## config.mk

```make
export PLATFORM = sky130hd
export DESIGN_NAME = arcade_slew_limit_normalize_unit_flat
export DESIGN_NICKNAME = d
export VERILOG_FILES = /design/src/rtl/aslnu_pkg.sv /design/src/rtl/aslnu_req_if.sv /design/src/rtl/aslnu_rsp_if.sv /design/src/rtl/arcade_slew_limit_normalize_unit.sv /design/src/rtl/aslnu_div.sv /design/src/flat_wrapper.sv
export SDC_FILE = /design/constraint.sdc
export NUM_CORES = 1
export LEC_CHECK = 0
export BUFFER_PORTS_ARGS = -buffer_cell sky130_fd_sc_hd__buf_2
export CAP_MARGIN = 10
export CORE_UTILIZATION = 60
export CTS_CLUSTER_DIAMETER = 30
export CTS_CLUSTER_SIZE = 20
export DETAILED_ROUTE_END_ITERATION = 7
export PLACE_DENSITY = 0.79
export SETUP_SLACK_MARGIN = 0.2
export SLEW_MARGIN = 20
export SYNTH_ARGS = -nofsm -noshare
export SYNTH_HDL_FRONTEND = slang
export SYNTH_SLANG_ARGS = --single-unit
export TNS_END_PERCENT = 30
```

## constraint.sdc

```tcl
create_clock -name clock -period 8.7 [get_ports clock]
set_input_delay 0.87 -clock clock [delete_from_list [all_inputs] [get_ports clock]]
set_output_delay 0.87 -clock clock [all_outputs]
set_load 0.02 [all_outputs]
```

## src/rtl/aslnu_pkg.sv

```systemverilog
package aslnu_pkg;

   localparam int CMD_W  = 8;
   localparam int OUT_W  = 16;
   localparam int CSR_IW = 2;
   localparam int CSR_DW = 8;

   typedef logic signed [CMD_W-1:0] cmd_type;
   typedef logic signed [OUT_W-1:0] drive_type;

   // register indexes of the configuration port
   localparam logic [CSR_IW-1:0] CSR_SLEW_ENABLE    = 2'd0;
   localparam logic [CSR_IW-1:0] CSR_FWD_SLEW_RATE  = 2'd1;
   localparam logic [CSR_IW-1:0] CSR_TURN_SLEW_RATE = 2'd2;
   localparam logic [CSR_IW-1:0] CSR_KEEP_RATIO     = 2'd3;

endpackage

```

## src/rtl/aslnu_req_if.sv

```systemverilog
interface aslnu_req_if;
   import aslnu_pkg::*;

   logic    valid;
   logic    ready;
   cmd_type fwd_cmd;
   cmd_type turn_cmd;

   modport source (output valid, output fwd_cmd, output turn_cmd, input ready);
   modport sink   (input valid, input fwd_cmd, input turn_cmd, output ready);

endinterface

```

## src/rtl/aslnu_rsp_if.sv

```systemverilog
interface aslnu_rsp_if;
   import aslnu_pkg::*;

   logic      valid;
   logic      ready;
   drive_type fwd_out;
   drive_type turn_out;

   modport source (output valid, output fwd_out, output turn_out, input ready);
   modport sink   (input valid, input fwd_out, input turn_out, output ready);

endinterface

```

## src/rtl/arcade_slew_limit_normalize_unit.sv

```systemverilog
// Channel  Port     Dir   Beat contents
// -------  -------  ----  ----------------------------------------
// request  req_ch   in    fwd_cmd, turn_cmd (signed 8 bits each)
// result   rsp_ch   out   fwd_out, turn_out (signed Q2.14, 16 bits)
// config   csr_*    in    csr_we, csr_index, csr_wdata; no read-back
//
// From acceptance to rsp_ch.valid a beat passes the limit state, then the
// one-bit-per-cycle divider, which serves both axes in turn.
// One beat is in flight at a time; req_ch.ready is high only when idle.
// The result is held in registers until the sink takes it.
// Synchronous reset restores the register defaults and clears the last slew-limited commands.
module arcade_slew_limit_normalize_unit #(
   parameter int FULL_SCALE = 127,
   parameter int FRAC_BITS  = 14
) (
   input  logic                            clock,
   input  logic                            reset,
   aslnu_req_if.sink                       req_ch,
   aslnu_rsp_if.source                     rsp_ch,
   input  logic                            csr_we,
   input  logic [aslnu_pkg::CSR_IW-1:0]    csr_index,
   input  logic [aslnu_pkg::CSR_DW-1:0]    csr_wdata
);
   import aslnu_pkg::*;

   localparam int NW  = CMD_W + FRAC_BITS;
   localparam int FSW = $clog2(FULL_SCALE + 1);
   localparam int DW  = (FSW > CMD_W + 1) ? FSW : CMD_W + 1;
   localparam logic [DW-1:0] FS_DEN = DW'(FULL_SCALE);
   localparam logic [NW-1:0] POS_MAX = NW'(32767);
   localparam logic [NW-1:0] NEG_MAX = NW'(32768);

   localparam logic [2:0] ST_IDLE  = 3'd0;
   localparam logic [2:0] ST_LIMIT = 3'd1;
   localparam logic [2:0] ST_FGO   = 3'd2;
   localparam logic [2:0] ST_FWAIT = 3'd3;
   localparam logic [2:0] ST_TGO   = 3'd4;
   localparam logic [2:0] ST_TWAIT = 3'd5;
   localparam logic [2:0] ST_OUT   = 3'd6;

   logic [2:0]       state_ff, state_in;
   logic             slew_en_ff;
   logic [7:0]       fwd_rate_ff, turn_rate_ff;
   logic             keep_ratio_ff;
   cmd_type          prev_fwd_ff, prev_turn_ff;
   cmd_type          fwd_cmd_ff, turn_cmd_ff;
   cmd_type          fwd_ff, fwd_in;
   cmd_type          turn_ff, turn_in;
   logic [DW-1:0]    den_ff, den_in;
   drive_type        fwd_out_ff, turn_out_ff;
   logic [CMD_W-1:0] fwd_mag, turn_mag, cur_mag;
   logic [CMD_W:0]   mag_sum;
   logic             cur_neg;
   drive_type        cur_drive;
   logic             div_start, div_done;
   logic [NW-1:0]    div_num, div_quo;

   function automatic cmd_type limit_axis(cmd_type want, cmd_type last, logic [7:0] rate);
      logic signed [9:0] d;
      logic signed [9:0] r;
      logic signed [9:0] res;
      d = 10'(want) - 10'(last);
      r = signed'({2'b00, rate});
      if (d > r) res = 10'(last) + r;
      else if (d < -r) res = 10'(last) - r;
      else res = 10'(want);
      return res[CMD_W-1:0];
   endfunction

   // -128 gives 128 here, held correctly as an unsigned magnitude
   function automatic logic [CMD_W-1:0] mag_of(cmd_type v);
      return v[CMD_W-1] ? CMD_W'(-v) : v;
   endfunction

   always_comb begin
      if (slew_en_ff) begin
         fwd_in  = limit_axis(fwd_cmd_ff, prev_fwd_ff, fwd_rate_ff);
         turn_in = limit_axis(turn_cmd_ff, prev_turn_ff, turn_rate_ff);
      end else begin
         fwd_in  = fwd_cmd_ff;
         turn_in = turn_cmd_ff;
      end
      fwd_mag = mag_of(fwd_in);
      turn_mag = mag_of(turn_in);
      mag_sum = {1'b0, fwd_mag} + {1'b0, turn_mag};
      if (keep_ratio_ff && (DW'(mag_sum) > FS_DEN)) den_in = DW'(mag_sum);
      else den_in = FS_DEN;
   end

   // divider operand and result sign follow the axis in progress
   assign cur_neg   = (state_ff == ST_FGO || state_ff == ST_FWAIT) ? fwd_ff[CMD_W-1]
                                                                   : turn_ff[CMD_W-1];
   assign cur_mag   = (state_ff == ST_FGO) ? mag_of(fwd_ff) : mag_of(turn_ff);
   assign div_num   = {cur_mag, {FRAC_BITS{1'b0}}};
   assign div_start = (state_ff == ST_FGO) || (state_ff == ST_TGO);

   always_comb begin
      if (!cur_neg) cur_drive = (div_quo > POS_MAX) ? 16'sd32767 : div_quo[OUT_W-1:0];
      else if (div_quo > NEG_MAX) cur_drive = -16'sd32768;
      else cur_drive = OUT_W'(-div_quo);
   end

   aslnu_div #(
      .NW (NW),
      .DW (DW)
   ) u_div (
      .clock (clock),
      .reset (reset),
      .start (div_start),
      .num   (div_num),
      .den   (den_ff),
      .done  (div_done),
      .quo   (div_quo)
   );

   always_comb begin
      state_in = state_ff;
      case (state_ff)
         ST_IDLE:  if (req_ch.valid) state_in = ST_LIMIT;
         ST_LIMIT: state_in = ST_FGO;
         ST_FGO:   state_in = ST_FWAIT;
         ST_FWAIT: if (div_done) state_in = ST_TGO;
         ST_TGO:   state_in = ST_TWAIT;
         ST_TWAIT: if (div_done) state_in = ST_OUT;
         ST_OUT:   if (rsp_ch.ready) state_in = ST_IDLE;
         default:  state_in = ST_IDLE;
      endcase
   end

   always_ff @(posedge clock) begin
      if (reset) begin
         state_ff      <= ST_IDLE;
         slew_en_ff    <= 1'b1;
         fwd_rate_ff   <= 8'd7;
         turn_rate_ff  <= 8'd7;
         keep_ratio_ff <= 1'b0;
         prev_fwd_ff   <= '0;
         prev_turn_ff  <= '0;
      end else begin
         state_ff <= state_in;
         if (csr_we) begin
            case (csr_index)
               CSR_SLEW_ENABLE:    slew_en_ff    <= csr_wdata[0];
               CSR_FWD_SLEW_RATE:  fwd_rate_ff   <= csr_wdata;
               CSR_TURN_SLEW_RATE: turn_rate_ff  <= csr_wdata;
               CSR_KEEP_RATIO:     keep_ratio_ff <= csr_wdata[0];
               default: ;
            endcase
         end
         if (state_ff == ST_LIMIT && slew_en_ff) begin
            prev_fwd_ff  <= fwd_in;
            prev_turn_ff <= turn_in;
         end
      end
   end

   always_ff @(posedge clock) begin
      if (state_ff == ST_IDLE && req_ch.valid) begin
         fwd_cmd_ff  <= req_ch.fwd_cmd;
         turn_cmd_ff <= req_ch.turn_cmd;
      end
      if (state_ff == ST_LIMIT) begin
         fwd_ff  <= fwd_in;
         turn_ff <= turn_in;
         den_ff  <= den_in;
      end
      if (state_ff == ST_FWAIT && div_done) fwd_out_ff <= cur_drive;
      if (state_ff == ST_TWAIT && div_done) turn_out_ff <= cur_drive;
   end

   assign req_ch.ready    = (state_ff == ST_IDLE);
   assign rsp_ch.valid    = (state_ff == ST_OUT);
   assign rsp_ch.fwd_out  = fwd_out_ff;
   assign rsp_ch.turn_out = turn_out_ff;

endmodule

```

## src/rtl/aslnu_div.sv

```systemverilog
// Restoring divider, one quotient bit per cycle.
module aslnu_div #(
   parameter int NW = 22,
   parameter int DW = 9
) (
   input  logic          clock,
   input  logic          reset,
   input  logic          start,
   input  logic [NW-1:0] num,
   input  logic [DW-1:0] den,
   output logic          done,
   output logic [NW-1:0] quo
);

   localparam int CW = $clog2(NW + 1);

   logic          busy_ff, busy_in;
   logic          done_ff, done_in;
   logic [CW-1:0] cnt_ff, cnt_in;
   logic [NW-1:0] quo_ff, quo_in;
   logic [DW-1:0] rem_ff, rem_in;
   logic [DW-1:0] den_ff, den_in;
   logic [DW:0]   trial;
   logic [DW:0]   diff;
   logic          ge;

   assign trial = {rem_ff, quo_ff[NW-1]};
   assign ge    = trial >= {1'b0, den_ff};
   assign diff  = trial - {1'b0, den_ff};

   always_comb begin
      busy_in = busy_ff;
      done_in = 1'b0;
      cnt_in  = cnt_ff;
      quo_in  = quo_ff;
      rem_in  = rem_ff;
      den_in  = den_ff;
      if (start) begin
         busy_in = 1'b1;
         cnt_in  = CW'(NW);
         quo_in  = num;
         rem_in  = '0;
         den_in  = den;
      end else if (busy_ff) begin
         // remainder stays below the divisor, so DW bits hold it
         rem_in = ge ? diff[DW-1:0] : trial[DW-1:0];
         quo_in = {quo_ff[NW-2:0], ge};
         cnt_in = cnt_ff - CW'(1);
         if (cnt_ff == CW'(1)) begin
            busy_in = 1'b0;
            done_in = 1'b1;
         end
      end
   end

   always_ff @(posedge clock) begin
      if (reset) begin
         busy_ff <= 1'b0;
         done_ff <= 1'b0;
         cnt_ff  <= '0;
      end else begin
         busy_ff <= busy_in;
         done_ff <= done_in;
         cnt_ff  <= cnt_in;
      end
      quo_ff <= quo_in;
      rem_ff <= rem_in;
      den_ff <= den_in;
   end

   assign done = done_ff;
   assign quo  = quo_ff;

endmodule

```

## src/flat_wrapper.sv

```systemverilog
// flat-port wrapper written by rule: the top's interface ports become plain ports
module arcade_slew_limit_normalize_unit_flat import aslnu_pkg::*;
#(
   parameter int FULL_SCALE = 127,
   parameter int FRAC_BITS  = 14
)
  (clock, reset, csr_we, csr_index, csr_wdata, req_ch_valid, req_ch_fwd_cmd, req_ch_turn_cmd, req_ch_ready, rsp_ch_valid, rsp_ch_fwd_out, rsp_ch_turn_out, rsp_ch_ready);
  aslnu_req_if req_ch_i ();
  aslnu_rsp_if rsp_ch_i ();
  input  logic clock;
  input  logic reset;
  input  logic csr_we;
  input  logic [aslnu_pkg::CSR_IW-1:0] csr_index;
  input  logic [aslnu_pkg::CSR_DW-1:0] csr_wdata;
  input wire logic [$bits(req_ch_i.valid)-1:0] req_ch_valid;
  input wire logic [$bits(req_ch_i.fwd_cmd)-1:0] req_ch_fwd_cmd;
  input wire logic [$bits(req_ch_i.turn_cmd)-1:0] req_ch_turn_cmd;
  output wire logic [$bits(req_ch_i.ready)-1:0] req_ch_ready;
  output wire logic [$bits(rsp_ch_i.valid)-1:0] rsp_ch_valid;
  output wire logic [$bits(rsp_ch_i.fwd_out)-1:0] rsp_ch_fwd_out;
  output wire logic [$bits(rsp_ch_i.turn_out)-1:0] rsp_ch_turn_out;
  input wire logic [$bits(rsp_ch_i.ready)-1:0] rsp_ch_ready;
  assign req_ch_i.valid = req_ch_valid;
  assign req_ch_i.fwd_cmd = req_ch_fwd_cmd;
  assign req_ch_i.turn_cmd = req_ch_turn_cmd;
  assign req_ch_ready = req_ch_i.ready;
  assign rsp_ch_valid = rsp_ch_i.valid;
  assign rsp_ch_fwd_out = rsp_ch_i.fwd_out;
  assign rsp_ch_turn_out = rsp_ch_i.turn_out;
  assign rsp_ch_i.ready = rsp_ch_ready;
  arcade_slew_limit_normalize_unit #(.FULL_SCALE(FULL_SCALE), .FRAC_BITS(FRAC_BITS)) u_core (.clock(clock), .reset(reset), .req_ch(req_ch_i), .rsp_ch(rsp_ch_i), .csr_we(csr_we), .csr_index(csr_index), .csr_wdata(csr_wdata));
endmodule
```

==> metrics, run 1 <==
Hold Crit Class flip-flop to flip-flop; port buffer count 64; CTS Hold Buffers Added 0; Rel. slew slack between 20% and 30%; Mapped Area ~11000 um^2; IO Count 65; crit path from u_core.prev_fwd_ff[1]; clk buf depth 2; syn_nets ~1300; top-count cell post-synth nand2_1; Req. time, crit path 8860 ps; Antenna Cells 0; final setup vio count 0; setup TNS 0 ps; syn_area_per_cell about 9.0 um^2; GRT Overall Usage ~28%; DIE HEIGHT 135 um; unrepaired setup endpoints after global routing false; R2R Setup Slk 1680 ps; routed vias 8774; DR iter-0 viols 614; Setup Skew roughly 13 ps; Syn-to-layout area delta 10.6%; fraction of layout cells with a size suffix above 1 10.9%; Seq cells post-synth 157; H-tree depth 4; pwr dens about 320 nW/um^2; final worst slack roughly 1700 ps; Worst R2R Path Depth 29; die area around 18000 um^2; reg2reg start u_core.prev_fwd_ff[1]; Core Rows 48; most frequent cells after synthesis nand2_1 (120), inv_1 (103), ha_1 (97); Hold Vio Cnt, Final 0; Crit Path Category flip-flop to flip-flop; footprint of the multi-input gates 6070 um^2; main area contributors after synthesis edfxtp_1 (25%), dfxtp_1 (13%), ha_1 (11%), nand2_1 (4.2%), xnor2_1 (3.7%); HPWL after DPL ~18000 um; Slew Viols, Final 0; Yosys top cell by area edfxtp_1; Avg WL per Cell ~16 um; register area 4040 um^2; via-per-instance ratio roughly 6.0; Peak VDD IR 0.000313 V; Arrival @ worst endpoint 7180 ps; Initial Utilization between 60% and 70%; global-route wire length before repair around 40000 um; clk sink count about 160; synth warn 0; Critical Path Sink u_core.den_ff[0]; Final ANT Viol Nets 0; worst-path cell with the longest stage delay o31ai_1; Worst-Margin Slew 1050 ps; post-synthesis cell type count 76; final routed DRC violation total 0; Post-CTS Setup Bufs 0; largest net degree at the start of global routing 45; CTS tree done; total CTS buffers 17; vias in the first global route around 8200; Max Cap Viol 0; period utilization between 80% and 90%; worst reg2reg path endpoint u_core.den_ff[0]; ys async rst share 0%; NumNets Final 1371; total gr overflow 0; Synth Flop Type edfxtp_1; number of antenna violations at the first check in global routing 0; fmax 0.142 GHz; Post-Synthesis Cells 1180; post-synthesis sequential area ratio roughly two fifths; Fillers approximately 1400; core area between 15000 and 20000 um^2; final WL around 24000 um; GP Congestion 0.962; worst slack, placed 1810 ps; element type at the critical path end flip-flop; top-area cell type share of the netlist area around 25%; Max FO, Critical Path 13; outcome finished clean; CP Launch Type flip-flop; CTS root buffer clkbuf_16; CTS-repair resized insts 0; EDFF count, synth 90; static leakage ~4.8 nW; DRT Pass-1 Iters 6; worst-skew pair later-pin latency approximately 440 ps; chip width around 140 um; Final min period 7020 ps; CP peak stage delay approximately 620 ps; clk slew on worst S/H paths roughly 80 ps
==> cell usage in the layout, fill, tap and decap left out, types with 15 or more instances in the layout <==
cell type and count:
inv_1 103, a211oi_1 16, nand2_1 120, nand2b_1 22, or3_1 15, ha_1 97, xor2_1 25, nand3_1 28
a21o_1 22, buf_2 64, mux2i_1 24, a21oi_1 73, nor3_1 22, dfxtp_1 67, o21ai_0 70, nor2b_1 23
nor2_1 95, edfxtp_1 90, clkbuf_16 17, xnor2_1 45
==> state kept, by name, summed over array words and instances (netlist names), 3 cells and up <==
register                count
u_core.den_ff               9
u_core.fwd_cmd_ff           8
u_core.fwd_ff               8
u_core.fwd_rate_ff          8
u_core.prev_fwd_ff          8
u_core.prev_turn_ff         8
u_core.rsp_ch.fwd_out      16
u_core.rsp_ch.turn_out     16
u_core.state_ff             3
u_core.turn_cmd_ff          8
u_core.turn_ff              8
u_core.turn_rate_ff         8
u_core.u_div.cnt_ff         5
u_core.u_div.den_ff         9
u_core.u_div.quo           22
u_core.u_div.rem_ff         9
==> cell type report <==
cell class / count / share of cell area, %
clock buffer: 17 / 3.62
clock inverter: 15 / 1.48
inverter: 105 / 3.35
multi-input combinational: 883 / 51.6
sequential: 157 / 34.4
tap: 225 / 2.39
timing repair buffer: 71 / 3.17
==> worst max-delay path, delay by kind of cell, from the launching register on <==
kind                       cells  cell delay [ps]
buffers and inverters          1              130
adders and majority gates      3              990
xor gates and xnor gates       3              510
and+or+nand+nor                7             1270
DFF                            1              480
AOI/OAI and AO/OA             15             3350
==> logic make-up (layout without fill, tap and decap cells) <==
family	Yosys count	count (layout)	share of synthesized area (%)
XOR/XNOR	70	70	5.76
adder cells (fa/ha/maj)	105	105	12.9
flip-flops	157	157	38.0
AO/OA/AOI/OAI	287	287	17.4
AND/OR/NAND/NOR	393	393	18.2
multiplexers	28	28	2.68
buffers and inverters	140	208	4.95
==> how the worst min path moves through the flow <==
stage | start | endpoint | slack [ps] | cells past startpoint
after global placement | u_core.den_ff[7] | u_core.u_div.den_ff[7] | 400 | 0
final | u_core.den_ff[0] | u_core.u_div.den_ff[0] | 410 | 0
after floorplan | u_core.den_ff[0] | u_core.u_div.den_ff[0] | 400 | 0
after global routing | u_core.den_ff[0] | u_core.u_div.den_ff[0] | 420 | 0
after CTS | u_core.den_ff[3] | u_core.u_div.den_ff[3] | 420 | 0
after detailed placement | u_core.den_ff[7] | u_core.u_div.den_ff[7] | 410 | 0
==> per-stage QoR <==
step | utilization, % | hold WS (ps) | power (W) | area, um^2 | std cells
finish | 68.0 | 414 | 0.00375 | 11800 | 1473
global route | 68.0 | 420 | 0.00401 | 11800 | 1473
CTS | 68.0 | 421 | 0.00374 | 11800 | 1473
detailed placement | 64.6 | 406 | 0.00297 | 11200 | 1441
global placement | 64.6 | 401 | 0.00295 | 11200 | 1441
floorplan | - | 400 | 0.00254 | 10600 | 1180
==> routing by layer <==
metal	part of all wire, %	global-route usage [%]	wire [um]
met5	0	0	0
met4	2.8	11.5	676
met3	5.8	4.71	1410
met2	47	45.5	11400
met1	44	35.6	10800
==> report_power, final <==
| group | total [W] | internal (W) | leakage, nW | switching (W) |
|---|---|---|---|---|
| registers | 0.000984 | 0.000900 | 1.36 | 0.0000842 |
| logic | 0.00202 | 0.000849 | 3.21 | 0.00117 |
| clock network | 0.000742 | 0.000387 | 0.284 | 0.000356 |
Note: power is estimated with default switching activity, not from simulation.
==> run 2: changes to the inputs <==
clock period = 6.7 ns   (was 8.7 ns; I/O delays follow)
==> metrics, run 2 (synthesized netlist as in run 1, its figures left out) <==
core area 17300 um^2 (unchanged); CTS tree done (unchanged); setup TNS 0 ps (unchanged); Req. time, crit path 6870 ps (was 8860 ps); DIE HEIGHT 135 um (unchanged); Setup Skew 14.8 ps (was 12.8 ps); element type at the critical path end flip-flop (unchanged); pwr dens 421 nW/um^2 (was 319 nW/um^2); Avg WL per Cell 16.9 um (was 16.5 um); number of antenna violations at the first check in global routing 0 (unchanged); PnR Total Power 0.00510 W (was 0.00375 W); CP Launch Type flip-flop (unchanged); static leakage 4.99 nW (was 4.85 nW); Antenna Cells 0 (unchanged); most common cell after layout, fill and taps aside nand2_1 (unchanged); final routed DRC violation total 0 (unchanged); Slew Viols, Final 0 (unchanged); Initial Utilization 61.5% (unchanged); Peak VDD IR 0.000359 V (was 0.000313 V); total gr overflow 0 (unchanged); Crit Path Category flip-flop to flip-flop (unchanged); total CTS buffers 17 (unchanged); Syn-to-layout area delta 13.8% (was 10.6%); commonest non-fill, non-tap cells in the layout nand2_1 (118), inv_1 (103), ha_1 (95) (was nand2_1 (120), inv_1 (103), ha_1 (97)); Hold Crit Class primary input to flip-flop (was flip-flop to flip-flop); chip width 135 um (unchanged); H-tree depth 4 (unchanged); NumNets Final 1393 (was 1371); routed vias 8859 (was 8774); CTS Hold Buffers Added 0 (unchanged); worst-skew pair later-pin latency 440 ps (about the same); fraction of layout cells with a size suffix above 1 14.8% (was 10.9%); unrepaired setup endpoints after global routing false (unchanged); fmax 0.161 GHz (was 0.142 GHz); most frequent CP cell ha_1; via-per-instance ratio 5.93 (was 5.96); Finished Layout Cells 1495 (was 1473); GRT Overall Usage 28.0% (was 27.5%); worst-path cell with the longest stage delay or3_4 (was o31ai_1); Fillers 1323 (was 1370); CTS root buffer clkbuf_16 (unchanged); die area 18300 um^2 (unchanged); Max FO, Critical Path 7 (was 13); DRT Pass-1 Iters 5 (was 6); Rel. slew slack 38.3% (was 29.6%); DR iter-0 viols 576 (was 614); max FFs per register 22 (unchanged); vias in the first global route 8327 (was 8231); placed cell count 1456 (was 1441); Arrival @ worst endpoint 6370 ps (was 7180 ps); port buffer count 64 (unchanged); Core Rows 48 (unchanged); Max Cap Viol 0 (unchanged); final hold slack 411 ps (was 414 ps); IO Count 65 (unchanged); global-route wire length before repair 40300 um (was 39700 um); Hold Vio Cnt, Final 0 (unchanged); Worst-Margin Slew 918 ps (was 1050 ps); Final ANT Viol Nets 0 (unchanged); largest net degree at the start of global routing 45 (unchanged); Final min period 6200 ps (was 7020 ps); clk buf depth 2 (unchanged); GP Congestion 0.934 (was 0.962); final setup vio count 0 (unchanged); clk slew on worst S/H paths 70 ps (was 80 ps); outcome finished clean (unchanged); clk sink count 157 (unchanged); final WL 25200 um (was 24200 um); HPWL after DPL 18600 um (was 18000 um); CP peak stage delay 400 ps (was 620 ps); period utilization 92.5% (was 80.7%)
==> run 2: changes by cell type in the layout (fill, tap and decap cells not counted), sizes merged <==
cell	change
buf	+22
bufinv	+1
clkinv	-3
clkinvlp	+1
inv	+1
==> run 2: per-stage QoR <==
step	utilization (%)	setup WS [ps]	instance area, um^2
CTS	68.7	216	11900
finish	70.0	504	12100
global placement	65.2	410	11300
floorplan	-	665	10600
detailed placement	65.2	147	11300
global route	70.0	137	12100
==> run 2: cell type report <==
| class | count | area (um^2) | area share, % |
|---|---|---|---|
| inverters | 105 | 394 | 3.26 |
| clock inverters | 15 | 173 | 1.43 |
| flip-flops and latches | 157 | 4050 | 33.4 |
| well taps | 225 | 282 | 2.33 |
| multi-input cells | 883 | 6240 | 51.6 |
| clock buffers | 17 | 425 | 3.51 |
| repair buffers | 93 | 538 | 4.44 |
==> run 2: path summary, 6_finish.rpt <==
kind,start,to,slack [ps],depth (start not counted)
setup reg to reg,u_core.prev_turn_ff[1],u_core.den_ff[0],500,29
hold reg to reg,u_core.den_ff[0],u_core.u_div.den_ff[0],410,0
hold / removal,req_ch_turn_cmd[2],u_core.turn_cmd_ff[2],410,1
setup / recovery,u_core.prev_turn_ff[1],u_core.den_ff[0],500,29
==> run 2: where the power goes <==
group | internal [W] | switching (W) | total (W) | leakage, nW
clock | 0.000532 | 0.000451 | 0.000983 | 0.285
sequential | 0.00117 | 0.000109 | 0.00128 | 1.36
combinational | 0.00124 | 0.00160 | 0.00284 | 3.34
==> run 2: what timing repair did <==
item | 4_1_cts | 5_1_grt
resized for setup | 3 | 35
pin swaps | 0 | 10
setup endpoints to repair | 7 | 9
setup buffers | 0 | 7
==> run 2: layer usage <==
| metal | GRT usage, % | routed length [um] | up-vias |
|---|---|---|---|
| met1 | 35.6 | 11200 | 4161 |
| met2 | 48.6 | 12400 | 264 |
| li1 | - | - | 4384 |
| met3 | 4.30 | 1110 | 50 |
| met4 | 9.43 | 536 | 0 |
| met5 | 0 | 0 | - |
==> run 2: worst max-delay path: cells and delay by family, from the launching register on <==
family | cells | cell delay [ps]
simple gates | 9 | 1600
fa+ha+maj | 3 | 950
flops | 1 | 390
buf+inv | 1 | 90
compound gates | 13 | 2440
xor+xnor | 3 | 470
